==> src/hw/rtl/d2m_pkg.sv <==
// Package: shared types, constants and status codes for the double to 1750A converter.
`timescale 1ns / 1ps
package d2m_pkg;
  typedef enum logic [1:0] {
    ST_OK     = 2'd0,
    ST_BADFMT = 2'd1,
    ST_INFNAN = 2'd2
  } status_t;

  typedef enum logic [1:0] {
    FMT_16  = 2'd0,
    FMT_32  = 2'd1,
    FMT_48  = 2'd2,
    FMT_BAD = 2'd3
  } fmt_t;

  localparam int FRAC_BITS = 52;
  localparam int SIG_BITS  = 53;
  localparam int WORD_BITS = 48;
  localparam int EXP_W     = 12;   // signed working exponent

  typedef struct packed {
    logic           kind;
    logic [63:0]    double_bits;
    logic [1:0]     format_select;
  } d2m_in_t;

  typedef struct packed {
    logic [WORD_BITS-1:0] result_word;
    logic [1:0]           status;
  } d2m_out_t;
endpackage

==> src/hw/rtl/d2m_if.sv <==
// Interface: valid/ready channel carrying one payload.
`timescale 1ns / 1ps
interface d2m_if #(parameter type payload_t = logic) ();
  logic     valid;
  logic     ready;
  payload_t payload;
  modport source (output valid, output payload, input ready);
  modport sink (input valid, input payload, output ready);
endinterface

==> src/hw/rtl/d2m_norm.sv <==
// Normalizer: unpacks a binary64 into a 53-bit significand and signed exponent.
`timescale 1ns / 1ps
module d2m_norm import d2m_pkg::*; (
  input  logic [63:0]                dbl,
  output logic [SIG_BITS-1:0]        sig,
  output logic signed [EXP_W-1:0]    expo
);
  logic [10:0] efield;
  logic [FRAC_BITS-1:0] frac;
  logic [5:0] lz;
  logic found;

  assign efield = dbl[62:52];
  assign frac   = dbl[FRAC_BITS-1:0];

  // leading zero count over the fraction for subnormals
  always_comb begin
    lz = 6'd0;
    found = 1'b0;
    for (int i = FRAC_BITS - 1; i >= 0; i--) begin
      if (!found && frac[i]) begin
        found = 1'b1;
        lz = 6'(FRAC_BITS - 1 - i);
      end
    end
  end

  always_comb begin
    if (efield != 11'd0) begin
      sig  = {1'b1, frac};
      expo = $signed({1'b0, efield}) - EXP_W'(1022);
    end else begin
      // top bit at position p = 51 - lz, shifted up by 52 - p = lz + 1
      sig  = {1'b0, frac} << (lz + 6'd1);
      expo = EXP_W'(-1022) - $signed({6'd0, lz});
    end
  end
endmodule

==> src/hw/rtl/double_to_mil1750a_float.sv <==
// Top level: IEEE double to MIL-STD-1750A float converter.
//
//  channel  | dir | payload                              | transfer
//  in_ch    | in  | kind, double_bits, format_select     | valid & ready
//  out_ch   | out | result_word, status                  | valid & ready
//
// One item per cycle sustained unless the output stalls; input register, then
// result register. Path: normalize with one leading-zero count, round, negate.
// rst clears both valid bits; payload registers are not reset.
// A stalled output holds the result; the input register advances whenever the
// result register is free or drains in the same cycle.
`timescale 1ns / 1ps
module double_to_mil1750a_float import d2m_pkg::*; (
  input logic clk,
  input logic rst,
  d2m_if.sink   in_ch,
  d2m_if.source out_ch
);
  d2m_in_t  in_reg;
  logic     in_vld;
  d2m_out_t out_reg;
  logic     out_vld;
  d2m_out_t res_next;
  logic     advance;

  assign advance      = in_vld && (!out_vld || out_ch.ready);
  assign in_ch.ready  = !in_vld || advance;
  assign out_ch.valid = out_vld;
  assign out_ch.payload = out_reg;

  always_ff @(posedge clk) begin
    if (rst) begin
      in_vld  <= 1'b0;
      out_vld <= 1'b0;
    end else begin
      if (in_ch.ready) in_vld <= in_ch.valid;
      if (advance) out_vld <= 1'b1;
      else if (out_ch.ready) out_vld <= 1'b0;
    end
  end

  always_ff @(posedge clk) begin
    if (in_ch.valid && in_ch.ready) in_reg <= in_ch.payload;
    if (advance) out_reg <= res_next;
  end

  // datapath
  logic [SIG_BITS-1:0]     sig;
  logic signed [EXP_W-1:0] e0, e1, e2, ehi, elo, ec;
  logic [40:0]             mt;
  logic [39:0]             m1, mn, m2, mask, top2;
  logic                    neg;
  logic [1:0]              fsel;
  logic [5:0]              w;

  d2m_norm u_norm (.dbl(in_reg.double_bits), .sig(sig), .expo(e0));

  assign fsel = in_reg.format_select;
  assign neg  = in_reg.double_bits[63];

  always_comb begin
    case (fsel)
      FMT_16: begin
        w = 6'd10; ehi = EXP_W'(31); elo = EXP_W'(-32);
        mt = 41'(sig[52:43]); mask = 40'h3FF; top2 = 40'h300;
      end
      FMT_32: begin
        w = 6'd24; ehi = EXP_W'(127); elo = EXP_W'(-128);
        mt = 41'(sig[52:29]); mask = 40'hFF_FFFF; top2 = 40'hC0_0000;
      end
      default: begin
        w = 6'd40; ehi = EXP_W'(127); elo = EXP_W'(-128);
        mt = 41'(sig[52:13]); mask = 40'hFF_FFFF_FFFF; top2 = 40'hC0_0000_0000;
      end
    endcase
    // round half up on last bit, drop it
    mt = (mt + 41'(mt[0])) >> 1;
    e1 = e0;
    m1 = mt[39:0];
    if (|(mt[39:0] & ~(mask >> 1))) begin
      m1 = mt[39:0] >> 1;
      e1 = e0 + EXP_W'(1);
    end
    m2 = m1;
    e2 = e1;
    mn = (~m1 + 40'd1) & mask;
    if (neg) begin
      m2 = mn;
      if ((mn & top2) == top2) begin
        m2 = (mn << 1) & mask;
        e2 = e1 - EXP_W'(1);
      end
    end
    if (e2 > ehi) ec = ehi;
    else if (e2 < elo) ec = elo;
    else ec = e2;

    res_next.status = ST_OK;
    res_next.result_word = '0;
    if (fsel == FMT_BAD) begin
      res_next.status = ST_BADFMT;
    end else if (in_reg.double_bits[62:52] == 11'h7FF) begin
      res_next.status = ST_INFNAN;
    end else if (in_reg.double_bits[62:0] == 63'd0) begin
      res_next.result_word = '0;
    end else begin
      case (fsel)
        FMT_16:  res_next.result_word = {32'd0, m2[9:0], ec[5:0]};
        FMT_32:  res_next.result_word = {16'd0, m2[23:0], ec[7:0]};
        default: res_next.result_word = {m2[39:16], ec[7:0], m2[15:0]};
      endcase
    end
  end

  logic unused_kind;
  assign unused_kind = in_reg.kind ^ (w == 6'd0);
endmodule

==> src/flat_wrapper.sv <==
// flat-port wrapper written by rule: the top's interface ports become plain ports
module double_to_mil1750a_float_flat import d2m_pkg::*;
  (clk, rst, in_ch_valid, in_ch_payload, in_ch_ready, out_ch_valid, out_ch_payload, out_ch_ready);
  d2m_if #(.payload_t(d2m_in_t)) in_ch_i ();
  d2m_if #(.payload_t(d2m_out_t)) out_ch_i ();
  input logic clk;
  input logic rst;
  input wire logic [$bits(in_ch_i.valid)-1:0] in_ch_valid;
  input wire logic [$bits(in_ch_i.payload)-1:0] in_ch_payload;
  output wire logic [$bits(in_ch_i.ready)-1:0] in_ch_ready;
  output wire logic [$bits(out_ch_i.valid)-1:0] out_ch_valid;
  output wire logic [$bits(out_ch_i.payload)-1:0] out_ch_payload;
  input wire logic [$bits(out_ch_i.ready)-1:0] out_ch_ready;
  assign in_ch_i.valid = in_ch_valid;
  assign in_ch_i.payload = in_ch_payload;
  assign in_ch_ready = in_ch_i.ready;
  assign out_ch_valid = out_ch_i.valid;
  assign out_ch_payload = out_ch_i.payload;
  assign out_ch_i.ready = out_ch_ready;
  double_to_mil1750a_float u_core (.clk(clk), .rst(rst), .in_ch(in_ch_i), .out_ch(out_ch_i));
endmodule
==> config.mk <==
export PLATFORM = sky130hd
export DESIGN_NAME = double_to_mil1750a_float_flat
export DESIGN_NICKNAME = d
export VERILOG_FILES = /design/src/hw/rtl/d2m_pkg.sv /design/src/hw/rtl/d2m_if.sv /design/src/hw/rtl/d2m_norm.sv /design/src/hw/rtl/double_to_mil1750a_float.sv /design/src/flat_wrapper.sv
export SDC_FILE = /design/constraint.sdc
export NUM_CORES = 1
export LEC_CHECK = 0
export ABC_CLOCK_PERIOD_IN_PS = 17100
export BUFFER_PORTS_ARGS = -buffer_cell sky130_fd_sc_hd__buf_2
export CAP_MARGIN = 15
export CORE_UTILIZATION = 35
export CTS_BUF_LIST = sky130_fd_sc_hd__clkbuf_8
export CTS_CLUSTER_SIZE = 30
export DETAILED_ROUTE_END_ITERATION = 12
export PLACE_DENSITY = 0.51
export SLEW_MARGIN = 40
export SYNTH_ARGS = -nofsm -noshare
export SYNTH_HDL_FRONTEND = slang
export SYNTH_SLANG_ARGS = --single-unit
==> constraint.sdc <==
create_clock -name clk -period 17.1 [get_ports clk]
set_clock_uncertainty 0.15 [all_clocks]
set_input_delay 1.71 -clock clk [delete_from_list [all_inputs] [get_ports clk]]
set_output_delay 1.71 -clock clk [all_outputs]
set_load 0.03 [all_outputs]
### Word-level counts from Yosys, hierarchy flattened

Cells that the tools add are included.

| cells by class | value |
|---|---|
| add/subtract/negate cells | 7 |
| $lt $le $gt $ge | 2 |
| equality and inequality tests | 4 |
| shifts and indexed selects | 1 |
| mux-type cells | 121 |
| bitwise gates (word level) | 6 |
| reductions and logical operators | 114 |

Operators by type and width:

| kind | number |
|---|---|
| $mux W6 | 50 |
| $pmux W40 S2 | 3 |
| $and A40 B40 Y40 | 4 |
| $mux W40 | 3 |
| $pmux W48 S2 | 1 |
| $logic_not A63 Y1 | 1 |
| $mux W1 | 54 |
| $logic_and A1 B1 Y1 | 53 |
| $logic_not A1 Y1 | 53 |
| $mux W53 | 1 |
| $shl A52 B6 Y53 | 1 |
| $mux W12 | 4 |
| $add A40 B1 Y41 | 1 |
| $add A40 B1 Y40 const B | 1 |
| $eq A40 B40 Y1 | 1 |
| $not A39 Y40 | 1 |
| $not A40 Y40 | 1 |
| $reduce_or A40 Y1 | 1 |
| $mux W8 | 2 |
| $mux W7 | 2 |
| $add A12 B2 Y12 const B | 1 |
| $gt A12 B8 Y1 | 1 |
| $lt A12 B8 Y1 | 1 |
| $sub A11 B10 Y12 const B | 1 |
| 12 further kinds | 13 |

| storage, ports and cells | value |
|---|---|
| register bits after elaboration | 118 |
| input port bits | 71 |
| output and inout port bits | 52 |
| logic and storage cells | 261 |

### Longest topological paths before layout

| depth | value |
|---|---|
| word-level depth | 173 |
| depth in mapped cells | 62 |
| mapped depth without buffers | 51 |

### Cells and area by module

Synthesis repeated with hierarchy kept, for this count alone.

| second synthesis, totals | value |
|---|---|
| cells, all modules | 1,736 |
| area, all modules | 14,626.5 µm² |

Modules (own cells, without submodules):

| module | times used | cells an instance | area each (µm²) | seq. area each (µm²) |
|---|---|---|---|---|
| double_to_mil1750a_float | 1 | 1,075 | 9,472.8 | 3,523.4 |
| d2m_norm | 1 | 661 | 5,153.7 | 0.0 |

### Worst setup path before layout

No wires, ideal clock.

| path | value |
|---|---|
| path type | reg2reg |
| start | register u_core.in_reg[22] (netlist bit) |
| end | register u_core.out_reg (netlist bit u_core.out_ch.payload[7]) (data pin) |
| setup time | 0.256 ns |
| arrival | 12.535 ns |
| required time | 16.694 ns |
| setup slack | 4.159 ns |
| cell stages (with the launch flop) | 58 |
| buffers on the path | 11 |
| period minus slack after synthesis | 12.941 ns |
| cells stage by stage | edfxtp_1 buf_2 or4_1 nor4_4 nand2_1 a211o_1 nand3_2 o21ai_4 inv_2 buf_4 buf_4 buf_2 ha_1 clkbuf_1 clkbuf_1 buf_1 buf_1 clkbuf_1 [... 22 more ...] or4b_1 or2_1 o41a_1 o31a_1 buf_6 a21oi_2 buf_4 and2_1 nand2_1 xor2_1 ha_1 nand2_1 nand3_1 a41o_1 a2111oi_4 a21oi_4 a211o_1 o211a_1 |

| between the ends | value |
|---|---|
| longest elaborated chain between the ends | 81 |
| elaborated cells between the ends (all ways) | 112 |
| classes of those cells | add/sub (6); order compare (2); eq/ne (1); shift (1); mux (53); bitwise (5); reduce/logical (44) |

RTL lines:

| item | line | source |
|---|---|---|
| from (decl) | double_to_mil1750a_float.sv:19 | `d2m_in_t in_reg;` |
| from (signal assigned) | double_to_mil1750a_float.sv:43 | `if (in_ch.valid && in_ch.ready) in_reg <= in_ch.payload;` |
| $logic_and A1 B1 Y1 | d2m_norm.sv:21 | `if (!found && frac[i]) begin` |
| $mux W1 | d2m_norm.sv:21 |  |
| $logic_not A1 Y1 | d2m_norm.sv:21 |  |
| $logic_and A1 B1 Y1 | d2m_norm.sv:21 |  |
| $mux W1 | d2m_norm.sv:21 |  |
| $logic_not A1 Y1 | d2m_norm.sv:21 |  |
| $logic_and A1 B1 Y1 | d2m_norm.sv:21 |  |
| $mux W1 | d2m_norm.sv:21 |  |
| [... 65 more ...] | n/a |  |
| $and A40 B40 Y40 | double_to_mil1750a_float.sv:89 | `if ((mn & top2) == top2) begin` |
| $eq A40 B40 Y1 | double_to_mil1750a_float.sv:89 |  |
| $mux W12 | double_to_mil1750a_float.sv:89 |  |
| $mux W12 | double_to_mil1750a_float.sv:87 | `if (neg) begin` |
| $lt A12 B8 Y1 | double_to_mil1750a_float.sv:95 | `else if (e2 < elo) ec = elo;` |
| $mux W8 | double_to_mil1750a_float.sv:95 |  |
| $mux W8 | double_to_mil1750a_float.sv:94 | `if (e2 > ehi) ec = ehi;` |
| $pmux W48 S2 | double_to_mil1750a_float.sv:107 | `case (fsel)` |
| to (signal assigned) | double_to_mil1750a_float.sv:44 | `if (advance) out_reg <= res_next;` |
| to (decl) | double_to_mil1750a_float.sv:21 | `d2m_out_t out_reg;` |

Parallel ways exist; a longest one is shown, timed or not.
A chain may end at the register's enable or synchronous reset.

### Worst setup path after layout

| path | value |
|---|---|
| start | register u_core.in_reg[50] (netlist bit) |
| end | register u_core.out_reg (netlist bit u_core.out_ch.payload[7]) (data pin) |

| between the ends | value |
|---|---|
| longest elaborated chain between the ends | 165 |
| elaborated cells between the ends (all ways) | 224 |
| classes of those cells | add/sub (6); order compare (2); eq/ne (1); shift (1); mux (109); bitwise (5); reduce/logical (100) |

RTL lines:

| item | line |
|---|---|
| $logic_and A1 B1 Y1 | d2m_norm.sv:21 |
| $mux W1 | d2m_norm.sv:21 |
| $logic_not A1 Y1 | d2m_norm.sv:21 |
| $logic_and A1 B1 Y1 | d2m_norm.sv:21 |
| $mux W1 | d2m_norm.sv:21 |
| $logic_not A1 Y1 | d2m_norm.sv:21 |
| $logic_and A1 B1 Y1 | d2m_norm.sv:21 |
| $mux W1 | d2m_norm.sv:21 |
| [... 149 more ...] | n/a |
| $and A40 B40 Y40 | double_to_mil1750a_float.sv:89 |
| $eq A40 B40 Y1 | double_to_mil1750a_float.sv:89 |
| $mux W12 | double_to_mil1750a_float.sv:89 |
| $mux W12 | double_to_mil1750a_float.sv:87 |
| $lt A12 B8 Y1 | double_to_mil1750a_float.sv:95 |
| $mux W8 | double_to_mil1750a_float.sv:95 |
| $mux W8 | double_to_mil1750a_float.sv:94 |
| $pmux W48 S2 | double_to_mil1750a_float.sv:107 |

Parallel ways exist; a longest one is shown, timed or not.

==> reports/metrics.cfg <==
[layout]
antenna_cells=0
layout-drive-gt1-share=0.163
utilization=0.392
fin_nets=2277
syn_to_final_growth_pct=10.1
largest_reg_flops=64
nFillCells=4887

[clock_tree]
cts_resized=0
numCtsBuffers=17
root_buffer=clkbuf_8
clkTransAtPathRegs_ps=80
post_cts_buffers=0
clk_latency_ps=510
cts_tree=built
hold_buffers=0
h-tree-depth=4
cts_sinks=118
cts.path.max_buffers=2

[routing]
drcViolationCount=0
num_vias=18908
ant_nets=0
drt-total-wl_mm=75.3
wl_per_cell_um=26.8
drt_iter0_markers=2380
drt_pre_antenna_iters=6
via_per_inst=6.71

[setup_path]
end_kind=flip-flop
crit_path_start_kind=flip-flop
cp_slowest_stage_delay_ps=890
regToRegSetupSlack_ps=2030
critical_path_class=flip-flop to flip-flop
r2r.worst_path.cells=46
cp.arrival_ps=15170
cpMaxStageDelayCell=nor4_4
cpMostUsedCell=nand3_1
r2r-start=u_core.in_reg[50]
required_ps=17200
critPathMaxFanout=47
r2r-end=u_core.out_ch.payload[7]

[synthesis]
synthArstFlopShare=0
synth-simple-area-share=0.263
yosysMostFrequentCell=nand2_1
postSynthCellCount=2163
syn-cell-area_sq_um=16600
ys.flop_type=edfxtp_1
yosys.area_share.adder=0.00752
yosysWarnings=0
synth_top_area_frac=0.209
yosys.area.top_type=edfxtp_1
seq_area_frac_synth=0.212
synth-xor-area-share=0.0528
synth_top_family_by_area=compound AO/OA/AOI/OAI gates
synth-edff-count=116
synthTopCellsByArea=edfxtp_1, nand2_1, nor2_1
synth.ff_latch_count=118
synth_area_per_cell_sq_um=7.70
synthTopCellsByCount=nand2_1, nor2_1, a21oi_1
synth_compound_area_frac=0.334
syn-num-nets=2244
synth_mux_area_frac=0.0721
synthDistinctLibCells=114

[power]
total_power_w=0.00111
p_leak_nw=6.44
ir_worst_vdd_uv=80.2
power_density_nw_per_um2=60.4

[timing]
fmax_mhz=66.3
tightest_slew_ps=850
rsz0062_at_grt=no
finalCritPeriodShare=0.881
setup_tns_ps=0
finalCriticalPeriod_ps=15070
hold_viol_final=0
slew_viol_final=0
slew_headroom=0.432
setup_viol=0

[placed_design]
gp_congestion=1.08
hpwl_mm=57.5
io_buffers=121

[global_routing]
grt_overflow=0
grt_antenna_before_repair=0
grt_usage=0.310
grt_pass1_vias=17758
grt_max_degree=71
grt_pass1_wl_mm=113

[worst_hold_path]
hp-start=u_core.in_vld
whs_path_depth=2
hold_end=u_core.out_ch.valid
min_path_type=flip-flop to flip-flop

[die]
die_h_um=220
dieArea_sq_um=48400
num_rows=79
io-pin-count=123
core_region_area_sq_um=46800
start_util=0.356
die_x_um=220

[run]
cap_violations=0

[outcome]
status=complete, no violations

==> routing by layer <==
| layer | vias up | GRT usage | share of wire |
|---|---|---|---|
| met1 | 9236 | 0.429 | 0.43 |
| met3 | 151 | 0.0697 | 0.10 |
| li1 | 8475 | - | - |
| met2 | 1046 | 0.459 | 0.42 |
| met5 | - | 0 | 0 |
| met4 | 0 | 0.134 | 0.040 |
==> worst max-delay path: cells and delay by family (launching register included) <==
| family | cells | cell delay, ps |
|---|---|---|
| and+or+nand+nor | 21 | 7550 |
| AOI/OAI and AO/OA | 15 | 3790 |
| buffers and inverters | 4 | 1070 |
| adders and majority gates | 3 | 960 |
| xor gates and xnor gates | 2 | 570 |
| DFF | 1 | 570 |
| muxes | 1 | 90 |
==> cells by family after synthesis <==
group           count (synthesis)
buf+inv                       227
flops                         118
fa+ha+maj                      10
mux                           109
simple gates                  838
compound gates                764
xor+xnor                       97
==> through the flow <==
step | worst slack, ps | hold WS [ps] | instance area [sq um] | instances
floorplan | 4160 | 328 | 16600 | 2163
global placement | 2490 | 357 | 17800 | 2780
detailed placement | 2410 | 363 | 17900 | 2784
CTS | 2350 | 361 | 18300 | 2816
global route | 1180 | 398 | 18300 | 2816
finish | 2030 | 356 | 18300 | 2816
==> layout make-up <==
cell class,instances,area (sq um),area share
repair buffers,196,1190,0.0650
clock inverters,15,164,0.00894
inverters,45,169,0.00921
flip-flops and latches,118,3520,0.192
clock buffers,17,234,0.0128
multi-input cells,1818,12300,0.670
well taps,607,759,0.0414
==> placed cells by master (no fill, tap or decap), types with 54 or more instances in the layout <==
cell type,count
nor2_1,203
a21oi_1,140
o21ai_0,95
xnor2_1,64
edfxtp_1,116
buf_4,70
buf_2,121
nand3_1,81
nand2_1,234
mux2i_1,76
o211ai_1,54
==> power breakdown <==
part | total, W | switching [W] | internal [W] | leakage (nW)
Clock | 0.000264 | 0.000123 | 0.000141 | 0.205
Combinational | 0.000472 | 0.000313 | 0.000160 | 5.10
Sequential | 0.000372 | 0.0000316 | 0.000340 | 1.13
==> worst max-delay path by stage <==
stage	end	startpoint	slack (ps)	cells past startpoint
6_report	u_core.out_ch.payload[7]	u_core.in_reg[50]	2030	46
4_1_cts	u_core.out_ch.payload[7]	u_core.in_reg[42]	2350	46
3_5_place_dp	u_core.out_ch.payload[7]	u_core.in_reg[42]	2410	46
3_3_place_gp	u_core.out_ch.payload[7]	u_core.in_reg[42]	2490	47
5_1_grt	u_core.out_ch.payload[7]	u_core.in_reg[50]	1180	47
2_1_floorplan	u_core.out_ch.payload[7]	u_core.in_reg[22]	4160	57
(Power assumes the default switching activity.)
